**src/rtl/core/kst_pkg.sv**
```systemverilog
// Shared types, key codes and character tables for the scan-code translator.
`timescale 1ns / 1ps

package kst_pkg;

  // Field widths
  localparam int unsigned TYPE_W = 5;
  localparam int unsigned CODE_W = 10;
  localparam int unsigned VAL_W  = 2;
  localparam int unsigned MOD_W  = 9;
  localparam int unsigned IN_TDATA_W  = 16;
  localparam int unsigned OUT_TDATA_W = 24;

  // Event kind that carries a key
  localparam logic [TYPE_W-1:0] KEY_EVENT = 5'd1;

  // Modifier and special key codes
  localparam logic [CODE_W-1:0] KEY_SHIFTL = 10'h02a;
  localparam logic [CODE_W-1:0] KEY_SHIFTR = 10'h036;
  localparam logic [CODE_W-1:0] KEY_CTRLL  = 10'h01d;
  localparam logic [CODE_W-1:0] KEY_CTRLR  = 10'h061;
  localparam logic [CODE_W-1:0] KEY_ALTL   = 10'h038;
  localparam logic [CODE_W-1:0] KEY_ALTR   = 10'h064;
  localparam logic [CODE_W-1:0] KEY_WINL   = 10'h07d;
  localparam logic [CODE_W-1:0] KEY_WINR   = 10'h07e;
  localparam logic [CODE_W-1:0] KEY_OPTION = 10'h07f;
  localparam logic [CODE_W-1:0] KEY_CAPS   = 10'h03a;
  localparam logic [CODE_W-1:0] KEY_A      = 10'h01e;
  localparam logic [CODE_W-1:0] KEY_O      = 10'h018;
  localparam logic [CODE_W-1:0] KEY_U      = 10'h016;
  localparam logic [CODE_W-1:0] KEY_S      = 10'h01f;
  localparam logic [CODE_W-1:0] KEY_DEL    = 10'h06f;
  localparam logic [CODE_W-1:0] KEY_HOME   = 10'h066;
  localparam logic [CODE_W-1:0] KEY_END    = 10'h06b;
  localparam logic [CODE_W-1:0] KEY_LEFT   = 10'h069;
  localparam logic [CODE_W-1:0] KEY_RIGHT  = 10'h06a;
  localparam logic [CODE_W-1:0] KEY_F1     = 10'h03b;
  localparam logic [CODE_W-1:0] KEY_F2     = 10'h03c;
  localparam logic [CODE_W-1:0] KEY_F3     = 10'h03d;
  localparam logic [CODE_W-1:0] KEY_F4     = 10'h03e;
  localparam logic [CODE_W-1:0] KEY_KPDIV  = 10'h062;
  localparam logic [CODE_W-1:0] PAD_FIRST  = 10'h047;
  localparam logic [CODE_W-1:0] PAD_LAST   = 10'h053;
  localparam logic [CODE_W-1:0] MAIN_FIRST = 10'h001;
  localparam logic [CODE_W-1:0] MAIN_LAST  = 10'h039;

  // Modifier flag bit positions
  localparam int unsigned MB_SHIFTL = 0;
  localparam int unsigned MB_SHIFTR = 1;
  localparam int unsigned MB_CTRLL  = 2;
  localparam int unsigned MB_CTRLR  = 3;
  localparam int unsigned MB_ALTL   = 4;
  localparam int unsigned MB_ALTR   = 5;
  localparam int unsigned MB_WINL   = 6;
  localparam int unsigned MB_WINR   = 7;
  localparam int unsigned MB_OPTION = 8;

  typedef logic [MOD_W-1:0] mod_t;

  // Translator outcome for one beat
  typedef struct packed {
    logic              emit;
    logic [CODE_W-1:0] char_code;
    logic              is_cooked;
    mod_t              modifier_bits;
    mod_t              mod_nxt;
    logic              caps_nxt;
  } xlate_res_t;

  // One-hot modifier mask for a code, zero for ordinary keys
  function automatic mod_t mod_mask(input logic [CODE_W-1:0] code);
    mod_t m;
    m = '0;
    unique case (code)
      KEY_SHIFTL: m[MB_SHIFTL] = 1'b1;
      KEY_SHIFTR: m[MB_SHIFTR] = 1'b1;
      KEY_CTRLL:  m[MB_CTRLL]  = 1'b1;
      KEY_CTRLR:  m[MB_CTRLR]  = 1'b1;
      KEY_ALTL:   m[MB_ALTL]   = 1'b1;
      KEY_ALTR:   m[MB_ALTR]   = 1'b1;
      KEY_WINL:   m[MB_WINL]   = 1'b1;
      KEY_WINR:   m[MB_WINR]   = 1'b1;
      KEY_OPTION: m[MB_OPTION] = 1'b1;
      default:    m = '0;
    endcase
    return m;
  endfunction

  // Main block, unshifted
  function automatic logic [7:0] base_char(input logic [5:0] code);
    logic [7:0] c;
    unique case (code)
      6'h01: c = 8'h1b; 6'h02: c = 8'h31; 6'h03: c = 8'h32; 6'h04: c = 8'h33;
      6'h05: c = 8'h34; 6'h06: c = 8'h35; 6'h07: c = 8'h36; 6'h08: c = 8'h37;
      6'h09: c = 8'h38; 6'h0a: c = 8'h39; 6'h0b: c = 8'h30; 6'h0c: c = 8'h2d;
      6'h0d: c = 8'h3d; 6'h0e: c = 8'h08; 6'h0f: c = 8'h20; 6'h10: c = 8'h71;
      6'h11: c = 8'h77; 6'h12: c = 8'h65; 6'h13: c = 8'h72; 6'h14: c = 8'h74;
      6'h15: c = 8'h7a; 6'h16: c = 8'h75; 6'h17: c = 8'h69; 6'h18: c = 8'h6f;
      6'h19: c = 8'h70; 6'h1a: c = 8'h5b; 6'h1b: c = 8'h5d; 6'h1c: c = 8'h0d;
      6'h1e: c = 8'h61; 6'h1f: c = 8'h73; 6'h20: c = 8'h64; 6'h21: c = 8'h66;
      6'h22: c = 8'h67; 6'h23: c = 8'h68; 6'h24: c = 8'h6a; 6'h25: c = 8'h6b;
      6'h26: c = 8'h6c; 6'h27: c = 8'h3b; 6'h28: c = 8'h27; 6'h29: c = 8'h60;
      6'h2b: c = 8'h5c; 6'h2c: c = 8'h79; 6'h2d: c = 8'h78; 6'h2e: c = 8'h63;
      6'h2f: c = 8'h76; 6'h30: c = 8'h62; 6'h31: c = 8'h6e; 6'h32: c = 8'h6d;
      6'h33: c = 8'h2c; 6'h34: c = 8'h2e; 6'h35: c = 8'h2f; 6'h37: c = 8'h2a;
      6'h39: c = 8'h20;
      default: c = 8'h00;
    endcase
    return c;
  endfunction

  // Main block, shifted or caps
  function automatic logic [7:0] shift_char(input logic [5:0] code);
    logic [7:0] c;
    unique case (code)
      6'h01: c = 8'h1b; 6'h02: c = 8'h21; 6'h03: c = 8'h40; 6'h04: c = 8'h23;
      6'h05: c = 8'h24; 6'h06: c = 8'h25; 6'h07: c = 8'h5e; 6'h08: c = 8'h26;
      6'h09: c = 8'h2a; 6'h0a: c = 8'h28; 6'h0b: c = 8'h29; 6'h0c: c = 8'h5f;
      6'h0d: c = 8'h2b; 6'h0e: c = 8'h08; 6'h0f: c = 8'h20; 6'h10: c = 8'h51;
      6'h11: c = 8'h57; 6'h12: c = 8'h45; 6'h13: c = 8'h52; 6'h14: c = 8'h54;
      6'h15: c = 8'h5a; 6'h16: c = 8'h55; 6'h17: c = 8'h49; 6'h18: c = 8'h4f;
      6'h19: c = 8'h50; 6'h1a: c = 8'h7b; 6'h1b: c = 8'h7d; 6'h1c: c = 8'h0d;
      6'h1e: c = 8'h41; 6'h1f: c = 8'h53; 6'h20: c = 8'h44; 6'h21: c = 8'h46;
      6'h22: c = 8'h47; 6'h23: c = 8'h48; 6'h24: c = 8'h4a; 6'h25: c = 8'h4b;
      6'h26: c = 8'h4c; 6'h27: c = 8'h3a; 6'h28: c = 8'h22; 6'h29: c = 8'h7e;
      6'h2b: c = 8'h7c; 6'h2c: c = 8'h59; 6'h2d: c = 8'h58; 6'h2e: c = 8'h43;
      6'h2f: c = 8'h56; 6'h30: c = 8'h42; 6'h31: c = 8'h4e; 6'h32: c = 8'h4d;
      6'h33: c = 8'h3c; 6'h34: c = 8'h3e; 6'h35: c = 8'h3f; 6'h37: c = 8'h2a;
      6'h39: c = 8'h20;
      default: c = 8'h00;
    endcase
    return c;
  endfunction

  // Numeric keypad, codes 0x47..0x53
  function automatic logic [7:0] pad_char(input logic [6:0] code);
    logic [7:0] c;
    unique case (code)
      7'h47: c = 8'h37; 7'h48: c = 8'h38; 7'h49: c = 8'h39; 7'h4a: c = 8'h2d;
      7'h4b: c = 8'h34; 7'h4c: c = 8'h35; 7'h4d: c = 8'h36; 7'h4e: c = 8'h2b;
      7'h4f: c = 8'h31; 7'h50: c = 8'h32; 7'h51: c = 8'h33; 7'h52: c = 8'h30;
      7'h53: c = 8'h2c;
      default: c = 8'h00;
    endcase
    return c;
  endfunction

endpackage

```
**src/rtl/core/keyboard_scancode_translator_core.sv**
```systemverilog
// Top level of the keyboard scan-code translator: beat registers, state and output stage.
`timescale 1ns / 1ps

// Keyboard scan-code translator, German QWERTZ layout.
// in_*  : input events; in_tuser carries the event type, in_tdata the key code
//         and key value. Only key events (type 1) are handled, others vanish.
// out_* : translated characters, at most one beat per input beat.
// cfg_* : cooked_mode register; 0 passes key events on raw, 1 translates them
//         with modifier and caps tracking. Write it only while the block idles.
// Path: the input register loads at acceptance, and the lookup result moves into
// the output register once the output slot is free or draining.
// Throughput: one event per cycle while out_tready is high; the lookup is a
// single pass of table logic between the input register and the output register.
// Stalls: while out_tready is low the output register holds its beat and the
// input register holds the next event; in_tready falls only when both are full.
// Reset (rst_n low, synchronous): both registers empty, all modifiers released,
// caps cleared, raw mode selected.
module keyboard_scancode_translator_core (
  input  logic                            clk,
  input  logic                            rst_n,
  // configuration
  input  logic                            cfg_wr_en,
  input  logic                            cfg_wr_data,   // cooked_mode
  // input events
  input  logic                            in_tvalid,
  output logic                            in_tready,
  input  logic [kst_pkg::IN_TDATA_W-1:0]  in_tdata,      // [9:0] key_code, [11:10] key_value
  input  logic [kst_pkg::TYPE_W-1:0]      in_tuser,      // [4:0] event_type
  // results
  output logic                            out_tvalid,
  input  logic                            out_tready,
  output logic [kst_pkg::OUT_TDATA_W-1:0] out_tdata,     // [9:0] char_code, [11:10] event_value,
                                                         // [20:12] modifier_bits
  output logic                            out_tuser      // [0] is_cooked
);
  import kst_pkg::*;

  logic              cooked_r;
  logic              s1_v_r, s1_v_nxt;
  logic [TYPE_W-1:0] s1_type_r;
  logic [CODE_W-1:0] s1_code_r;
  logic [VAL_W-1:0]  s1_val_r;
  mod_t              mod_r;
  logic              caps_r;
  logic              out_v_r, out_v_nxt;
  logic [CODE_W-1:0] out_char_r;
  logic [VAL_W-1:0]  out_val_r;
  logic              out_cooked_r;
  mod_t              out_mod_r;
  logic              in_acc;
  logic              adv;
  xlate_res_t        res;

  // Handshake: the lookup stage advances when the output slot is free or draining
  assign adv       = s1_v_r && (!out_v_r || out_tready);
  assign in_tready = !s1_v_r || adv;
  assign in_acc    = in_tvalid && in_tready;

  // Mode register
  always_ff @(posedge clk) begin
    if (!rst_n) begin
      cooked_r <= 1'b0;
    end else if (cfg_wr_en) begin
      cooked_r <= cfg_wr_data;
    end
  end

  // Input register
  always_comb begin
    s1_v_nxt = s1_v_r;
    if (in_acc) begin
      s1_v_nxt = 1'b1;
    end else if (adv) begin
      s1_v_nxt = 1'b0;
    end
  end

  always_ff @(posedge clk) begin
    if (!rst_n) begin
      s1_v_r <= 1'b0;
    end else begin
      s1_v_r <= s1_v_nxt;
    end
  end

  always_ff @(posedge clk) begin
    if (in_acc) begin
      s1_type_r <= in_tuser;
      s1_code_r <= in_tdata[CODE_W-1:0];
      s1_val_r  <= in_tdata[CODE_W+VAL_W-1:CODE_W];
    end
  end

  // Translation
  kst_xlate u_xlate (
    .event_type  (s1_type_r),
    .key_code    (s1_code_r),
    .key_held    (s1_val_r != '0),
    .cooked_mode (cooked_r),
    .mod_flags   (mod_r),
    .caps_flag   (caps_r),
    .res         (res)
  );

  // Modifier and caps state, updated as each event leaves the input register
  always_ff @(posedge clk) begin
    if (!rst_n) begin
      mod_r  <= '0;
      caps_r <= 1'b0;
    end else if (adv) begin
      mod_r  <= res.mod_nxt;
      caps_r <= res.caps_nxt;
    end
  end

  // Output register
  always_comb begin
    out_v_nxt = out_v_r;
    if (adv) begin
      out_v_nxt = res.emit;
    end else if (out_tready) begin
      out_v_nxt = 1'b0;
    end
  end

  always_ff @(posedge clk) begin
    if (!rst_n) begin
      out_v_r <= 1'b0;
    end else begin
      out_v_r <= out_v_nxt;
    end
  end

  always_ff @(posedge clk) begin
    if (adv) begin
      out_char_r   <= res.char_code;
      out_val_r    <= s1_val_r;
      out_cooked_r <= res.is_cooked;
      out_mod_r    <= res.modifier_bits;
    end
  end

  assign out_tvalid = out_v_r;
  assign out_tuser  = out_cooked_r;
  assign out_tdata  = {{(OUT_TDATA_W - CODE_W - VAL_W - MOD_W){1'b0}},
                       out_mod_r, out_val_r, out_char_r};

  // A raw key event always yields a beat
  a_raw_emits: assert property (@(posedge clk) disable iff (!rst_n)
    (adv && !cooked_r && s1_type_r == KEY_EVENT) |=> out_tvalid)
    else $error("raw key event lost");

  // Raw mode leaves the modifier and caps state alone
  a_raw_state: assert property (@(posedge clk) disable iff (!rst_n)
    !cooked_r |=> ($stable(mod_r) && $stable(caps_r)))
    else $error("modifier state changed in raw mode");

  // Raw beats carry no modifier bits
  a_raw_mods: assert property (@(posedge clk) disable iff (!rst_n)
    (out_tvalid && !out_tuser) |-> (out_tdata[CODE_W+VAL_W+MOD_W-1:CODE_W+VAL_W] == '0))
    else $error("modifier bits on raw beat");

endmodule

```
**src/rtl/core/kst_xlate.sv**
```systemverilog
// Combinational key translation and modifier/caps next-state for one beat.
`timescale 1ns / 1ps

module kst_xlate (
  input  logic [kst_pkg::TYPE_W-1:0] event_type,
  input  logic [kst_pkg::CODE_W-1:0] key_code,
  input  logic                       key_held,     // key_value non-zero
  input  logic                       cooked_mode,
  input  kst_pkg::mod_t              mod_flags,
  input  logic                       caps_flag,
  output kst_pkg::xlate_res_t        res
);
  import kst_pkg::*;

  mod_t              mask;
  logic              shifted;
  logic              ctrl_alt;
  logic [CODE_W-1:0] ch;

  assign mask     = mod_mask(key_code);
  assign shifted  = mod_flags[MB_SHIFTL] | mod_flags[MB_SHIFTR];
  assign ctrl_alt = mod_flags[MB_CTRLL] | mod_flags[MB_CTRLR] |
                    mod_flags[MB_ALTL]  | mod_flags[MB_ALTR];

  // Character lookup: umlauts under Ctrl/Alt, else delete, nav, F1-F4, keypad divide, keypad, main block
  always_comb begin
    ch = '0;
    if (ctrl_alt) begin
      priority if (shifted && key_code == KEY_A)   ch = 10'h0c4;
      else if (shifted && key_code == KEY_O)       ch = 10'h0d6;
      else if (shifted && key_code == KEY_U)       ch = 10'h0dc;
      else if (!shifted && key_code == KEY_A)      ch = 10'h0e4;
      else if (!shifted && key_code == KEY_O)      ch = 10'h0f6;
      else if (!shifted && key_code == KEY_U)      ch = 10'h0fc;
      else if (!shifted && key_code == KEY_S)      ch = 10'h0df;
      else                                         ch = '0;
    end else begin
      unique case (key_code)
        KEY_DEL:   ch = 10'h07f;
        KEY_HOME:  ch = 10'h124;
        KEY_END:   ch = 10'h123;
        KEY_LEFT:  ch = 10'h125;
        KEY_RIGHT: ch = 10'h127;
        KEY_F1:    ch = 10'h170;
        KEY_F2:    ch = 10'h171;
        KEY_F3:    ch = 10'h172;
        KEY_F4:    ch = 10'h173;
        KEY_KPDIV: ch = 10'h02f;
        default: begin
          priority if (key_code >= PAD_FIRST && key_code <= PAD_LAST) begin
            ch = {2'b00, pad_char(key_code[6:0])};
          end else if (key_code >= MAIN_FIRST && key_code <= MAIN_LAST) begin
            if (shifted || caps_flag) begin
              ch = {2'b00, shift_char(key_code[5:0])};
            end else begin
              ch = {2'b00, base_char(key_code[5:0])};
            end
          end else begin
            ch = '0;
          end
        end
      endcase
    end
  end

  // Beat outcome and state update
  always_comb begin
    res.emit          = 1'b0;
    res.char_code     = key_code;
    res.is_cooked     = 1'b0;
    res.modifier_bits = '0;
    res.mod_nxt       = mod_flags;
    res.caps_nxt      = caps_flag;
    if (event_type == KEY_EVENT) begin
      if (!cooked_mode) begin
        // raw pass-through
        res.emit = 1'b1;
      end else if (mask != '0) begin
        // modifier key: held on press or repeat, shift cancels caps
        res.mod_nxt = key_held ? (mod_flags | mask) : (mod_flags & ~mask);
        if (mask[MB_SHIFTL] || mask[MB_SHIFTR]) begin
          res.caps_nxt = 1'b0;
        end
      end else if (key_code == KEY_CAPS) begin
        res.caps_nxt = 1'b1;
      end else begin
        res.emit          = (ch != '0);
        res.char_code     = ch;
        res.is_cooked     = 1'b1;
        res.modifier_bits = mod_flags;
      end
    end
  end

endmodule
```
**config.mk**
```make
export PLATFORM = sky130hd
export DESIGN_NAME = keyboard_scancode_translator_core
export DESIGN_NICKNAME = d
export VERILOG_FILES = /design/src/rtl/core/kst_pkg.sv /design/src/rtl/core/keyboard_scancode_translator_core.sv /design/src/rtl/core/kst_xlate.sv
export SDC_FILE = /design/constraint.sdc
export NUM_CORES = 1
export LEC_CHECK = 0
export BUFFER_PORTS_ARGS = -buffer_cell sky130_fd_sc_hd__buf_4
export CORE_ASPECT_RATIO = 0.8
export CORE_MARGIN = 1
export CORE_UTILIZATION = 55
export CTS_BUF_LIST = sky130_fd_sc_hd__clkbuf_16
export CTS_CLUSTER_SIZE = 12
export DETAILED_ROUTE_END_ITERATION = 16
export PLACE_DENSITY = 0.82
export SLEW_MARGIN = 25
export SYNTH_ARGS = -nofsm -noshare
export SYNTH_HDL_FRONTEND = slang
export SYNTH_HIERARCHICAL = 1
export SYNTH_SLANG_ARGS = --single-unit
```
**constraint.sdc**
```tcl
create_clock -name clk -period 3.4 [get_ports clk]
set_input_delay 0 -clock clk [delete_from_list [all_inputs] [get_ports clk]]
set_output_delay 0 -clock clk [all_outputs]
set_load 0.01 [all_outputs]
```
==> out/results.ini <==
[routing]
drt-total-wl_mm = 14.22
via_per_inst = 6.745
route.detailed.drc = 0
wire_per_inst_um = 21.75
routed-via-count = 4411
ant_nets = 0
drt_first_iter_violations = 551
drt_first_pass_iters = 8

[clocking]
root_buffer = clkbuf_16
cts_tree = built
clock_sinks = 52
cts-buffers-inserted = 5
cts.reportedPaths.clkPinSlew_ps = 70
cts.htree.levels = 2
cts.path.max_buffers = 2
clk_latency_ps = 300

[final_layout]
final_layout_size_suffix_gt1_share_pct = 25.04
fin_cells = 654
syn_to_final_growth_pct = 25.68
n_antenna_cell = 0
final_core_util_pct = 73.46
finalNetCount = 606

[global_route]
grt_pass1_vias = 4158
grt_overflow_total = 0
antenna_found_initial = 0
grt_max_degree = 46
grt_pass1_wl_mm = 22.14
grt_util_all_layers_pct = 37.10

[worst_hold_path]
hp-class = in -> reg
holdPathStages = 3

[yosys]
syn_area_um2 = 4146
synth.avg_cell_area_um2 = 8.675
synth-seq-area-share_pct = 34.52
synthFlopType = edfxtp_1
syn_inst = 478
synth_edf_count = 39
yosysWarnings = 6
synth_seq_cells = 52
synth.distinct_cells = 69
ys_async_sr_fraction_pct = 0

[timing]
fmax_ghz = 0.3024
setup_viol = 0
slew_viol_final = 0
rsz0062_at_grt = no
tightest_slew_ps = 934.1
slew_headroom_pct = 37.59
hold_viol_final = 0
period_minus_slack_ps = 3307
fin_skew_ps = 7.755
post-route-period-util_pct = 97.25
holdWs_ps = 48.33
finalSetupTns_ps = 0

[setup_path]
crit_fanout = 7
crit_chain = ha_1 > buf_4 > a21o_1 > o2111ai_1 > buf_4 > a21oi_1 > a2111oi_1 > buf_4 > a21oi_1 > a211oi_1 > a31oi_1 > a21oi_1 > nor2b_1
startpoint_type = flip-flop
critical_path.slowest_cell = a2111oi_1
critPathLaunch = s1_code_r[0]
reg2reg_from = s1_code_r[0]
crit_required_ps = 3590
crit_type = reg -> reg
cp_num_buf_inv = 3
cp_slowest_stage_delay_ps = 500
crit_arrival_ps = 3490
reg2reg_depth = 13
r2r_end = out_tvalid
cp-endpoint = out_tvalid
cp.depth = 13
r2r_slack_ps = 90
end_kind = flip-flop
crit_family = compound AO/OA/AOI/OAI gates

[floorplanning]
rows = 27
die_w_um = 99.08
die_y_um = 79.66
pin_count = 54
core_area_um2 = 7094
initial_utilization_pct = 58.45
dieArea_um2 = 7892

[place]
io_buffers = 46
dp_hpwl_mm = 9.916
placed_cells = 623
gp_congestion = 0.9757

[power]
power.share.switching_pct = 30.26
finalPower_mw = 1.754
power_density_nw_per_um2 = 336.5
p_leak_nw = 1.962
combPwrFrac_pct = 27.0
ir_drop_mv = 0.2223
power_frac_clock_pct = 31.3
p_sw_mw = 0.5307
p_seq_share_pct = 41.6
p_int_mw = 1.223

[flow_run]
drv_cap = 0

[outcome]
status = finished clean

synthesized netlist by cell type (all sizes together) (5+ instances only):
master	number	share of area (%)
or4	5	0.91
nand4	7	1.1
nor3	18	2.4
and2	16	2.4
clkbuf	16	1.4
o21ai	30	3.7
nand3	10	1.2
a211oi	7	1.3
nor2b	16	2.8
a21oi	24	2.9
nor2	37	3.3
nand2b	7	1.1
nor4	5	0.75
o22ai	7	1.1
mux2	18	4.9
edfxtp	39	28
ha	13	3.9
o211ai	9	1.6
nand2	52	4.7
inv	8	0.72
mux2i	19	4.6
a31oi	8	1.2
dfxtp	13	6.3
a32oi	5	1.1
o21a	5	0.91
buf	24	3.3
per-layer routing:
| metal | GRT usage, % | share of wire, % |
|---|---|---|
| met1 | 49.81 | 40 |
| met5 | 0 | 0 |
| met4 | 11.76 | 2.7 |
| met3 | 8.231 | 12 |
| met2 | 59.93 | 45 |
cell type report:
class / instances / area (µm²)
multi-input cells: 379 / 2509
fillers: 508 / 1883
flip-flops and latches: 52 / 1431
repair buffers: 119 / 965.9
clock buffers: 6 / 150.1
well taps: 87 / 108.9
inverters: 9 / 33.78
clock inverters: 2 / 12.51
logic make-up after synthesis:
logic type	synth area share, %
and+or+nand+nor	23.93
AOI/OAI and AO/OA	22.27
other	0.09044
adders and majority gates	3.923
muxes	9.475
DFF	34.52
buffers and inverters	5.582
xor gates and xnor gates	0.2113
power groups by stage:
stage / sequential [mW] / clock (mW) / combinational [mW]
after floorplan: 0.740 / 0 / 0.261
after detailed placement: 0.745 / 0 / 0.425
after global placement: 0.744 / 0 / 0.419
after CTS: 0.731 / 0.548 / 0.444
final: 0.730 / 0.549 / 0.474
after global routing: 0.732 / 0.578 / 0.503
per-stage QoR:
| step | setup WS [ps] | cell area (µm²) |
|---|---|---|
| floorplan | 397.2 | 4154 |
| finish | 93.38 | 5211 |
| global placement | 137.1 | 4811 |
| detailed placement | 195.2 | 4811 |
| global route | 28.56 | 5211 |
| CTS | 61.12 | 5164 |
registers in the layout, indices dropped and copies added, names as in the netlist:
signal and flops:
s1_type_r 5, cooked_r 1, out_tuser 1, out_char_r 10, out_mod_r 9, mod_r 9
out_tvalid 1, caps_r 1, s1_v_r 1, out_val_r 2, s1_val_r 2, s1_code_r 10
repair_timing:
action	CTS	global route
setup endpoints to repair	0	1
hold endpoints to repair	19	0
hold buffers	19	0
setup buffers	0	4
resized for setup	0	7
placed cells by master, fill, tap and decap left out, types with 17 or more instances in the layout:
cell type | Yosys | routed
nand2_1 | 52 | 52
o21ai_0 | 29 | 29
nor3_1 | 17 | 17
edfxtp_1 | 39 | 39
nor2_1 | 37 | 37
dlygate4sd3_1 | 0 | 19
mux2i_1 | 19 | 19
a21oi_1 | 24 | 24
mux2_2 | 18 | 18
buf_4 | 4 | 98
how the worst min path moves through the flow:
| stage | start | end | slack, ps |
|---|---|---|---|
| 6_report | cfg_wr_en | cooked_r | 50 |
| 5_1_grt | cfg_wr_en | cooked_r | 60 |
| 4_1_cts | cfg_wr_en | cooked_r | 2 |
| 3_5_place_dp | in_tuser[4] | s1_type_r[4] | 180 |
| 3_3_place_gp | in_tdata[11] | s1_val_r[1] | 180 |
| 2_1_floorplan | in_tdata[0] | s1_code_r[0] | 100 |
worst reg2reg max path, delay by kind of cell, from the launching register on:
kind / cells / cell delay [ps]
compound gates: 8 / 1870
fa+ha+maj: 1 / 260
buf+inv: 3 / 550
flops: 1 / 440
simple gates: 1 / 70
No activity file was read; power rests on OpenSTA's default activity.
